### config.mk
export PLATFORM = sky130hd
export DESIGN_NAME = biquad_hp_bp_filter_unit
export DESIGN_NICKNAME = d
export VERILOG_FILES = /design/src/rtl/bqf_pkg.sv /design/src/rtl/bqf_regs.sv /design/src/rtl/bqf_datapath.sv /design/src/rtl/bqf_ctrl.sv /design/src/rtl/biquad_hp_bp_filter_unit.sv
export VERILOG_INCLUDE_DIRS = /design/src /design/src/rtl
export SDC_FILE = /design/constraint.sdc
export NUM_CORES = 2
export LEC_CHECK = 0
export ABC_AREA = 1
export BUFFER_PORTS_ARGS = -buffer_cell sky130_fd_sc_hd__buf_4
export CAP_MARGIN = 20
export CORE_MARGIN = 10
export CORE_UTILIZATION = 45
export DETAILED_ROUTE_END_ITERATION = 12
export PLACE_DENSITY = 0.65
export SETUP_SLACK_MARGIN = 0.02
export SYNTH_ARGS = -nofsm -noshare
export SYNTH_HDL_FRONTEND = slang
export SYNTH_SLANG_ARGS = --single-unit
### constraint.sdc
create_clock -name clk_i -period 8.9 [get_ports clk_i]
set_clock_uncertainty 0.2 [all_clocks]
set_input_delay 1.335 -clock clk_i [delete_from_list [all_inputs] [get_ports clk_i]]
set_output_delay 1.335 -clock clk_i [all_outputs]
set_load 0.005 [all_outputs]
### src/rtl/biquad_hp_bp_filter_unit_assert.svh
// Assertion macros used by the biquad filter controller.
`ifndef BIQUAD_HP_BP_FILTER_UNIT_ASSERT_SVH
`define BIQUAD_HP_BP_FILTER_UNIT_ASSERT_SVH

// Same-cycle implication, sampled on the rising clock edge, disabled in reset.
`define BQF_ASSERT_IMPL(label, ante, cons, msg) \
  label: assert property (@(posedge clk_i) disable iff (!rst_ni) (ante) |-> (cons)) \
    else $error(msg);

// Next-cycle implication, sampled on the rising clock edge, disabled in reset.
`define BQF_ASSERT_NEXT(label, ante, cons, msg) \
  label: assert property (@(posedge clk_i) disable iff (!rst_ni) (ante) |=> (cons)) \
    else $error(msg);

`endif

### src/rtl/bqf_pkg.sv
// Package with the shared types, codes and constants of the biquad filter.
package bqf_pkg;

  localparam int SAMPLE_WIDTH_DEF = 16;
  localparam int COEF_WIDTH_DEF   = 24;
  localparam int COEF_FRAC_DEF    = 22;

  // Accumulator wraps modulo 2^64.
  localparam int ACC_W     = 64;
  localparam int APB_DW    = 32;
  localparam int APB_AW    = 5;
  localparam int MAC_TERMS = 5;
  localparam int WARM_LEN  = 2;

  typedef enum logic [2:0] {
    REG_BAND_MODE = 3'd0,
    REG_LP_B0     = 3'd1,
    REG_LP_A1     = 3'd2,
    REG_LP_A2     = 3'd3,
    REG_HP_B0     = 3'd4,
    REG_HP_A1     = 3'd5,
    REG_HP_A2     = 3'd6
  } reg_idx_e;

  typedef enum logic [2:0] {
    TERM_X0 = 3'd0,
    TERM_X1 = 3'd1,
    TERM_X2 = 3'd2,
    TERM_Y1 = 3'd3,
    TERM_Y2 = 3'd4
  } term_e;

  typedef enum logic [2:0] {
    ST_IDLE,
    ST_LP_MAC,
    ST_LP_WB,
    ST_HP_MAC,
    ST_HP_WB,
    ST_OUT
  } state_e;

  typedef struct packed {
    logic  load;
    logic  stage_hp;
    logic  mul_en;
    term_e mul_term;
    logic  acc_init;
    logic  acc_en;
    term_e acc_term;
    logic  wb;
    logic  out_load;
  } cmd_t;

endpackage

### src/rtl/bqf_regs.sv
// Configuration register file with its APB-style access port.
module bqf_regs import bqf_pkg::*; #(
  parameter int COEF_WIDTH = COEF_WIDTH_DEF
) (
  input  logic                         clk_i,
  input  logic                         rst_ni,
  input  logic                         psel,
  input  logic                         penable,
  input  logic                         pwrite,
  input  logic [APB_AW-1:0]            paddr,
  input  logic [APB_DW-1:0]            pwdata,
  output logic [APB_DW-1:0]            prdata,
  output logic                         band_mode_o,
  output logic signed [COEF_WIDTH-1:0] lp_b0_o,
  output logic signed [COEF_WIDTH-1:0] lp_a1_o,
  output logic signed [COEF_WIDTH-1:0] lp_a2_o,
  output logic signed [COEF_WIDTH-1:0] hp_b0_o,
  output logic signed [COEF_WIDTH-1:0] hp_a1_o,
  output logic signed [COEF_WIDTH-1:0] hp_a2_o
);

  logic                  band_mode_q;
  logic [COEF_WIDTH-1:0] lp_b0_q, lp_a1_q, lp_a2_q, hp_b0_q, hp_a1_q, hp_a2_q;
  logic                  wr_en;
  reg_idx_e              idx;

  assign wr_en = psel & penable & pwrite;
  assign idx   = reg_idx_e'(paddr[APB_AW-1:2]);

  always_ff @(posedge clk_i or negedge rst_ni) begin
    if (!rst_ni) begin
      band_mode_q <= 1'b0;
      lp_b0_q     <= '0;
      lp_a1_q     <= '0;
      lp_a2_q     <= '0;
      hp_b0_q     <= '0;
      hp_a1_q     <= '0;
      hp_a2_q     <= '0;
    end else if (wr_en) begin
      case (idx)
        REG_BAND_MODE: band_mode_q <= pwdata[0];
        REG_LP_B0:     lp_b0_q     <= pwdata[COEF_WIDTH-1:0];
        REG_LP_A1:     lp_a1_q     <= pwdata[COEF_WIDTH-1:0];
        REG_LP_A2:     lp_a2_q     <= pwdata[COEF_WIDTH-1:0];
        REG_HP_B0:     hp_b0_q     <= pwdata[COEF_WIDTH-1:0];
        REG_HP_A1:     hp_a1_q     <= pwdata[COEF_WIDTH-1:0];
        REG_HP_A2:     hp_a2_q     <= pwdata[COEF_WIDTH-1:0];
        default: ;
      endcase
    end
  end

  always_comb begin
    case (idx)
      REG_BAND_MODE: prdata = APB_DW'(band_mode_q);
      REG_LP_B0:     prdata = APB_DW'(lp_b0_q);
      REG_LP_A1:     prdata = APB_DW'(lp_a1_q);
      REG_LP_A2:     prdata = APB_DW'(lp_a2_q);
      REG_HP_B0:     prdata = APB_DW'(hp_b0_q);
      REG_HP_A1:     prdata = APB_DW'(hp_a1_q);
      REG_HP_A2:     prdata = APB_DW'(hp_a2_q);
      default:       prdata = '0;
    endcase
  end

  assign band_mode_o = band_mode_q;
  assign lp_b0_o     = lp_b0_q;
  assign lp_a1_o     = lp_a1_q;
  assign lp_a2_o     = lp_a2_q;
  assign hp_b0_o     = hp_b0_q;
  assign hp_a1_o     = hp_a1_q;
  assign hp_a2_o     = hp_a2_q;

endmodule

### src/rtl/bqf_datapath.sv
// Datapath: histories, shared multiplier, accumulator, rounding and output register.
module bqf_datapath import bqf_pkg::*; #(
  parameter int SAMPLE_WIDTH = SAMPLE_WIDTH_DEF,
  parameter int COEF_WIDTH   = COEF_WIDTH_DEF,
  parameter int COEF_FRAC    = COEF_FRAC_DEF
) (
  input  logic                           clk_i,
  input  logic                           rst_ni,
  input  cmd_t                           cmd_i,
  input  logic signed [SAMPLE_WIDTH-1:0] sample_in_i,
  input  logic                           buffer_start_i,
  input  logic                           band_mode_i,
  input  logic signed [COEF_WIDTH-1:0]   lp_b0_i,
  input  logic signed [COEF_WIDTH-1:0]   lp_a1_i,
  input  logic signed [COEF_WIDTH-1:0]   lp_a2_i,
  input  logic signed [COEF_WIDTH-1:0]   hp_b0_i,
  input  logic signed [COEF_WIDTH-1:0]   hp_a1_i,
  input  logic signed [COEF_WIDTH-1:0]   hp_a2_i,
  output logic signed [SAMPLE_WIDTH-1:0] sample_out_o
);

  localparam int PW = SAMPLE_WIDTH + COEF_WIDTH;
  localparam logic signed [ACC_W-1:0] ROUND = ACC_W'(1) << (COEF_FRAC - 1);
  localparam logic signed [ACC_W-1:0] SAT_HI = (ACC_W'(1) << (SAMPLE_WIDTH - 1)) - 1;
  localparam logic signed [ACC_W-1:0] SAT_LO = -SAT_HI - 1;

  logic signed [SAMPLE_WIDTH-1:0] x_q;
  logic signed [SAMPLE_WIDTH-1:0] lp_ih_q [2];
  logic signed [SAMPLE_WIDTH-1:0] lp_oh_q [2];
  logic signed [SAMPLE_WIDTH-1:0] hp_ih_q [2];
  logic signed [SAMPLE_WIDTH-1:0] hp_oh_q [2];
  logic [1:0]                     warm_cnt_q;
  logic signed [PW-1:0]           prod_q;
  logic signed [ACC_W-1:0]        acc_q;
  logic signed [SAMPLE_WIDTH-1:0] out_q;

  logic signed [SAMPLE_WIDTH-1:0] xs, samp_sel, y;
  logic signed [COEF_WIDTH-1:0]   coef_sel;
  logic signed [ACC_W-1:0]        p_ext, acc_d, r;
  logic                           warm;

  assign warm = (warm_cnt_q < 2'(WARM_LEN));
  assign xs   = cmd_i.stage_hp ? (band_mode_i ? lp_oh_q[0] : x_q) : x_q;

  always_comb begin
    case (cmd_i.mul_term)
      TERM_X0: samp_sel = xs;
      TERM_X1: samp_sel = cmd_i.stage_hp ? hp_ih_q[0] : lp_ih_q[0];
      TERM_X2: samp_sel = cmd_i.stage_hp ? hp_ih_q[1] : lp_ih_q[1];
      TERM_Y1: samp_sel = cmd_i.stage_hp ? hp_oh_q[0] : lp_oh_q[0];
      TERM_Y2: samp_sel = cmd_i.stage_hp ? hp_oh_q[1] : lp_oh_q[1];
      default: samp_sel = '0;
    endcase
    case (cmd_i.mul_term)
      TERM_X0, TERM_X1, TERM_X2: coef_sel = cmd_i.stage_hp ? hp_b0_i : lp_b0_i;
      TERM_Y1: coef_sel = cmd_i.stage_hp ? hp_a1_i : lp_a1_i;
      TERM_Y2: coef_sel = cmd_i.stage_hp ? hp_a2_i : lp_a2_i;
      default: coef_sel = '0;
    endcase
  end

  // The middle feed-forward tap is twice b0, added for low-pass, subtracted for high-pass.
  always_comb begin
    p_ext = ACC_W'(prod_q);
    case (cmd_i.acc_term)
      TERM_X0, TERM_X2: acc_d = acc_q + p_ext;
      TERM_X1: acc_d = cmd_i.stage_hp ? acc_q - (p_ext <<< 1) : acc_q + (p_ext <<< 1);
      TERM_Y1, TERM_Y2: acc_d = acc_q - p_ext;
      default: acc_d = acc_q;
    endcase
  end

  always_comb begin
    r = acc_q >>> COEF_FRAC;
    if (warm) begin
      y = '0;
    end else if (r > SAT_HI) begin
      y = SAMPLE_WIDTH'(SAT_HI);
    end else if (r < SAT_LO) begin
      y = SAMPLE_WIDTH'(SAT_LO);
    end else begin
      y = SAMPLE_WIDTH'(r);
    end
  end

  always_ff @(posedge clk_i) begin
    if (cmd_i.load) begin
      x_q <= sample_in_i;
    end
    if (cmd_i.mul_en) begin
      prod_q <= coef_sel * samp_sel;
    end
    if (cmd_i.acc_init) begin
      acc_q <= ROUND;
    end else if (cmd_i.acc_en) begin
      acc_q <= acc_d;
    end
    if (cmd_i.out_load) begin
      out_q <= hp_oh_q[0];
    end
  end

  always_ff @(posedge clk_i or negedge rst_ni) begin
    if (!rst_ni) begin
      lp_ih_q    <= '{default: '0};
      lp_oh_q    <= '{default: '0};
      hp_ih_q    <= '{default: '0};
      hp_oh_q    <= '{default: '0};
      warm_cnt_q <= '0;
    end else if (cmd_i.load && buffer_start_i) begin
      lp_ih_q    <= '{default: '0};
      lp_oh_q    <= '{default: '0};
      hp_ih_q    <= '{default: '0};
      hp_oh_q    <= '{default: '0};
      warm_cnt_q <= '0;
    end else if (cmd_i.wb) begin
      if (cmd_i.stage_hp) begin
        hp_ih_q[1] <= hp_ih_q[0];
        hp_ih_q[0] <= xs;
        hp_oh_q[1] <= hp_oh_q[0];
        hp_oh_q[0] <= y;
        if (warm) begin
          warm_cnt_q <= warm_cnt_q + 2'd1;
        end
      end else begin
        lp_ih_q[1] <= lp_ih_q[0];
        lp_ih_q[0] <= xs;
        lp_oh_q[1] <= lp_oh_q[0];
        lp_oh_q[0] <= y;
      end
    end
  end

  assign sample_out_o = out_q;

endmodule

### src/rtl/bqf_ctrl.sv
// Controller state machine sequencing the two biquad stages and the output handshake.
module bqf_ctrl import bqf_pkg::*; (
  input  logic clk_i,
  input  logic rst_ni,
  input  logic in_valid_i,
  output logic in_stall_o,
  output logic out_valid_o,
  input  logic out_stall_i,
  output cmd_t cmd_o
);

  `include "biquad_hp_bp_filter_unit_assert.svh"

  state_e     state_q, state_d;
  logic [2:0] cnt_q, cnt_d;
  logic       out_valid_q, out_valid_d;
  logic       mac_st;

  assign mac_st = (state_q == ST_LP_MAC) || (state_q == ST_HP_MAC);

  always_ff @(posedge clk_i or negedge rst_ni) begin
    if (!rst_ni) begin
      state_q     <= ST_IDLE;
      cnt_q       <= '0;
      out_valid_q <= 1'b0;
    end else begin
      state_q     <= state_d;
      cnt_q       <= cnt_d;
      out_valid_q <= out_valid_d;
    end
  end

  always_comb begin
    state_d        = state_q;
    cnt_d          = cnt_q;
    cmd_o          = '0;
    cmd_o.stage_hp = (state_q == ST_HP_MAC) || (state_q == ST_HP_WB);
    cmd_o.mul_term = term_e'(cnt_q);
    cmd_o.acc_term = term_e'(cnt_q - 3'd1);
    case (state_q)
      ST_IDLE: begin
        if (in_valid_i) begin
          cmd_o.load = 1'b1;
          cnt_d      = '0;
          state_d    = ST_LP_MAC;
        end
      end
      ST_LP_MAC, ST_HP_MAC: begin
        cmd_o.mul_en   = (cnt_q < 3'(MAC_TERMS));
        cmd_o.acc_init = (cnt_q == 3'd0);
        cmd_o.acc_en   = (cnt_q != 3'd0);
        cnt_d          = cnt_q + 3'd1;
        if (cnt_q == 3'(MAC_TERMS)) begin
          state_d = (state_q == ST_LP_MAC) ? ST_LP_WB : ST_HP_WB;
        end
      end
      ST_LP_WB: begin
        cmd_o.wb = 1'b1;
        cnt_d    = '0;
        state_d  = ST_HP_MAC;
      end
      ST_HP_WB: begin
        cmd_o.wb = 1'b1;
        state_d  = ST_OUT;
      end
      ST_OUT: begin
        if (!out_valid_q || !out_stall_i) begin
          cmd_o.out_load = 1'b1;
          state_d        = ST_IDLE;
        end
      end
      default: state_d = ST_IDLE;
    endcase
  end

  always_comb begin
    out_valid_d = out_valid_q;
    if (out_valid_q && !out_stall_i) begin
      out_valid_d = 1'b0;
    end
    if (cmd_o.out_load) begin
      out_valid_d = 1'b1;
    end
  end

  assign in_stall_o  = (state_q != ST_IDLE);
  assign out_valid_o = out_valid_q;

  `BQF_ASSERT_NEXT(a_accept_starts_lp, state_q == ST_IDLE && in_valid_i, state_q == ST_LP_MAC, "accepted transaction did not start the low-pass stage")
  `BQF_ASSERT_IMPL(a_cnt_bound, mac_st, cnt_q <= 3'(MAC_TERMS), "MAC step counter out of range")
  `BQF_ASSERT_IMPL(a_valid_from_out, $rose(out_valid_q), $past(state_q) == ST_OUT, "result raised outside the output state")

endmodule

### src/rtl/biquad_hp_bp_filter_unit.sv
// Top level of the biquad high-pass / band-pass filter unit.
// An accepted transaction runs the low-pass stage, then the high-pass stage; each stage
// makes five products on the shared multiplier, a last accumulate and a write-back. The result
// is then loaded into the output register; no new transaction is taken before that load.
// Reset: asynchronous, active low; clears coefficients, mode, all histories and warm-up.
// The first two results after reset or a buffer start are zero.
module biquad_hp_bp_filter_unit import bqf_pkg::*; #(
  parameter int SAMPLE_WIDTH = SAMPLE_WIDTH_DEF,
  parameter int COEF_WIDTH   = COEF_WIDTH_DEF,
  parameter int COEF_FRAC    = COEF_FRAC_DEF
) (
  input  logic                           clk_i,
  input  logic                           rst_ni,
  // Input channel: one sample transaction is taken when valid is high and stall is low.
  input  logic                           in_valid_i,
  output logic                           in_stall_o,
  input  logic signed [SAMPLE_WIDTH-1:0] sample_in_i,
  input  logic                           buffer_start_i,
  // Output channel: one filtered sample per input transaction.
  output logic                           out_valid_o,
  input  logic                           out_stall_i,
  output logic signed [SAMPLE_WIDTH-1:0] sample_out_o,
  // Configuration port, register i at byte address 4*i.
  input  logic                           psel,
  input  logic                           penable,
  input  logic                           pwrite,
  input  logic [APB_AW-1:0]              paddr,
  input  logic [APB_DW-1:0]              pwdata,
  output logic [APB_DW-1:0]              prdata,
  output logic                           pready
);

  // Command bundle from the controller to the datapath.
  cmd_t cmd;

  logic                         band_mode;
  logic signed [COEF_WIDTH-1:0] lp_b0, lp_a1, lp_a2, hp_b0, hp_a1, hp_a2;

  // The configuration port never inserts wait states.
  assign pready = 1'b1;

  bqf_regs #(
    .COEF_WIDTH (COEF_WIDTH)
  ) u_regs (
    .clk_i       (clk_i),
    .rst_ni      (rst_ni),
    .psel        (psel),
    .penable     (penable),
    .pwrite      (pwrite),
    .paddr       (paddr),
    .pwdata      (pwdata),
    .prdata      (prdata),
    .band_mode_o (band_mode),
    .lp_b0_o     (lp_b0),
    .lp_a1_o     (lp_a1),
    .lp_a2_o     (lp_a2),
    .hp_b0_o     (hp_b0),
    .hp_a1_o     (hp_a1),
    .hp_a2_o     (hp_a2)
  );

  // The controller accepts a transaction only when idle, while a finished result
  // may still be waiting in the output register for the downstream side.
  bqf_ctrl u_ctrl (
    .clk_i       (clk_i),
    .rst_ni      (rst_ni),
    .in_valid_i  (in_valid_i),
    .in_stall_o  (in_stall_o),
    .out_valid_o (out_valid_o),
    .out_stall_i (out_stall_i),
    .cmd_o       (cmd)
  );

  // The datapath runs the low-pass stage first so that its output can feed the
  // high-pass stage in band-pass mode; in high-pass mode the low-pass history
  // still advances but its output is not used.
  bqf_datapath #(
    .SAMPLE_WIDTH (SAMPLE_WIDTH),
    .COEF_WIDTH   (COEF_WIDTH),
    .COEF_FRAC    (COEF_FRAC)
  ) u_datapath (
    .clk_i          (clk_i),
    .rst_ni         (rst_ni),
    .cmd_i          (cmd),
    .sample_in_i    (sample_in_i),
    .buffer_start_i (buffer_start_i),
    .band_mode_i    (band_mode),
    .lp_b0_i        (lp_b0),
    .lp_a1_i        (lp_a1),
    .lp_a2_i        (lp_a2),
    .hp_b0_i        (hp_b0),
    .hp_a1_i        (hp_a1),
    .hp_a2_i        (hp_a2),
    .sample_out_o   (sample_out_o)
  );

endmodule
==> impl_metrics.ini <==
[status]
status = finished, final reports clean

[setup_path]
ff2ff_setup_slack_ns = 0.51
crit_top_cell = fa_1
cp.arrival_ns = 8.54
crit_path_end_kind = register
r2r_start = u_ctrl.cnt_q[0]
worstPathMaxFanout = 20
cp_slowest_stage_delay_ns = 0.60
critPathKind = reg2reg
reg2reg_to = u_datapath.prod_q[27]
cp.required_ns = 9.06
startpoint_type = register
crit_path_start = u_ctrl.cnt_q[0]
slowest_stage = fa_1
r2r_cells = 28

[logic_synthesis]
netlist_area_sq_um = 45600
synth-seq-cells = 418
synth_top_flop_cell = dfrtp_1
yosysWarnings = 0
ys_seq_area_share_pct = 23.0
synthDistinctLibCells = 57
synth_top_area_cell = fa_1
synthCells = 6610
synthArstFlopShare_pct = 67.5
synth_edf_count = 72
syn_avg_cell_area_sq_um = 6.89
netlist_top_cells_area = fa_1 (17%), dfrtp_1 (15%), nand2_1 (14%)
synth_top_area_share_pct = 16.6

[clock_tree]
cts-root-buf = clkbuf_16
numCtsBuffers = 50
clkSlewWorstSetupHoldPaths_ns = 0.06
cts_setup_buffers = 0
clockBufferDepth = 3
clock-sinks = 418
cts_tree = yes
clock_latency_ns = 0.67
h-tree-depth = 2

[routing]
antenna_left = 0
initialDrtViolationCount = 3882
wirelength_microns = 160000
via_per_inst = 5.40
routed-via-count = 43500
wl_per_cell_microns = 19.8
drc = 0
drt-pass1-iter-count = 7

[timing]
final.setup.tns_ns = 0
slew_headroom_pct = 26.3
setup_viol_count_final = 0
hold_violations = 0
finalCriticalPeriod_ns = 8.39
fmax_mhz = 119
worstMarginPinSlew_ns = 1.11
slew_violations = 0
rsz0062_at_grt = false
min_period_over_period_pct = 94.2

[layout]
antennaDiodeCount = 0
final_cell_mix = nand2_1 (1,677), inv_1 (1,230), nor2_1 (689)
nets = 7310
multi_input_area_sq_um = 29500
n_fill_cell = 10100
final_common_cell = nand2_1
seqCellArea_sq_um = 10500
area_growth_pct = 8.87
drive_above_1_share_pct = 5.70

[place]
portBuffers = 92
gp_congestion = 1.03
dp_hpwl_microns = 127000

[global_route]
grt_pass1_vias = 42100
grt_max_degree = 177
antenna_found_initial = 0
grt_overflow = 0
grt_first_pass_wirelength_microns = 246000
grt_use_total_pct = 27.3

[run]
cap_violations = 0

[floorplanning]
io_pins = 112
core-area_sq_um = 100000
die_w_microns = 338
die_height_microns = 338
core.rowCount = 116
initial_core_util_pct = 45.4
dieArea_sq_um = 114000

[min_path]
min_path_type = reg2reg
min_to = u_datapath.lp_oh_q[11]
min_path_cells = 2
worstHoldStart = u_datapath.lp_oh_q[11]
==> per-stage QoR <==
step	hold WS, ns	worst slack, ns	utilization, %	instance area [sq um]	std cells
4_1_cts	0.273	0.222	49.4	49500	8039
2_1_floorplan	0.242	1.64	-	45600	6617
5_1_grt	0.299	0.0219	49.5	49600	8042
3_3_place_gp	0.253	0.372	47.7	47800	7944
3_5_place_dp	0.259	0.290	47.7	47900	7945
6_report	0.273	0.514	49.5	49600	8042
==> cell usage after synthesis (38+ instances only) <==
| cell type | instances |
|---|---|
| nor2_1 | 696 |
| edfxtp_1 | 72 |
| dfrtp_1 | 282 |
| a22oi_1 | 47 |
| buf_2 | 51 |
| o21bai_1 | 42 |
| a21oi_1 | 402 |
| clkbuf_1 | 128 |
| nor3_1 | 46 |
| ha_1 | 229 |
| inv_2 | 38 |
| xor2_1 | 69 |
| nand3_1 | 266 |
| fa_1 | 377 |
| inv_1 | 1232 |
| nand4_1 | 55 |
| nand2_1 | 1679 |
| o21ai_0 | 514 |
| dfxtp_1 | 64 |
==> what timing repair did <==
action                                  in CTS  in global routing
hold buffers                                 0                  0
endpoints found under the setup margin       0                 14
gates resized for setup                      0                 15
==> flip-flops by register name, summed over array words and instances (netlist names), 32 cells and up <==
register,count
u_datapath.prod_q,40
u_datapath.acc_q,64
u_datapath.hp_oh_q,32
u_datapath.hp_ih_q,32
u_datapath.lp_oh_q,32
u_datapath.lp_ih_q,32
==> layout make-up <==
type,instances,share of cell area (%)
multi-input combinational,4713,59.4
timing repair buffer,188,3.07
clock buffer,61,2.65
inverter,1272,9.65
clock inverter,33,0.671
sequential,418,21.2
tap,1357,3.42
==> metal layers <==
layer	GRT usage, %	share of wire, %	wire length (microns)	vias to the layer above
met2	44.5	46	73300	1608
met4	13.3	5.6	8960	0
li1	-	-	-	20800
met3	3.32	6.6	10500	371
met1	35.6	42	66800	20700
met5	0	0	0	-
==> worst max-delay path by stage <==
stage,endpoint,cells after the start
global placement,u_datapath.prod_q[27],30
finish,u_datapath.prod_q[27],28
CTS,u_datapath.prod_q[27],30
global route,u_datapath.prod_q[38],31
floorplan,u_datapath.prod_q[38],28
detailed placement,u_datapath.prod_q[27],30
==> kinds of logic after synthesis <==
family / Yosys count / share of synthesized area [%]
adders and majority gates: 606 / 22.9
buffers and inverters: 1486 / 12.7
and+or+nand+nor: 2836 / 25.5
xor gates and xnor gates: 102 / 1.96
DFF: 418 / 23.0
other: 2 / 0.0165
AOI/OAI and AO/OA: 1158 / 13.9
muxes: 2 / 0.0439
==> critical path: cells and delay by family (launching register included) <==
| family | cells | cell delay, ns |
|---|---|---|
| xor gates and xnor gates | 1 | 0.17 |
| adders and majority gates | 8 | 3.71 |
| AOI/OAI and AO/OA | 8 | 1.47 |
| and+or+nand+nor | 4 | 0.65 |
| DFF | 1 | 0.41 |
| buffers and inverters | 7 | 1.42 |
Power is left out: the tool's default activity adds up to more than one toggle a clock period on the data nets, which glitch-free logic cannot reach.
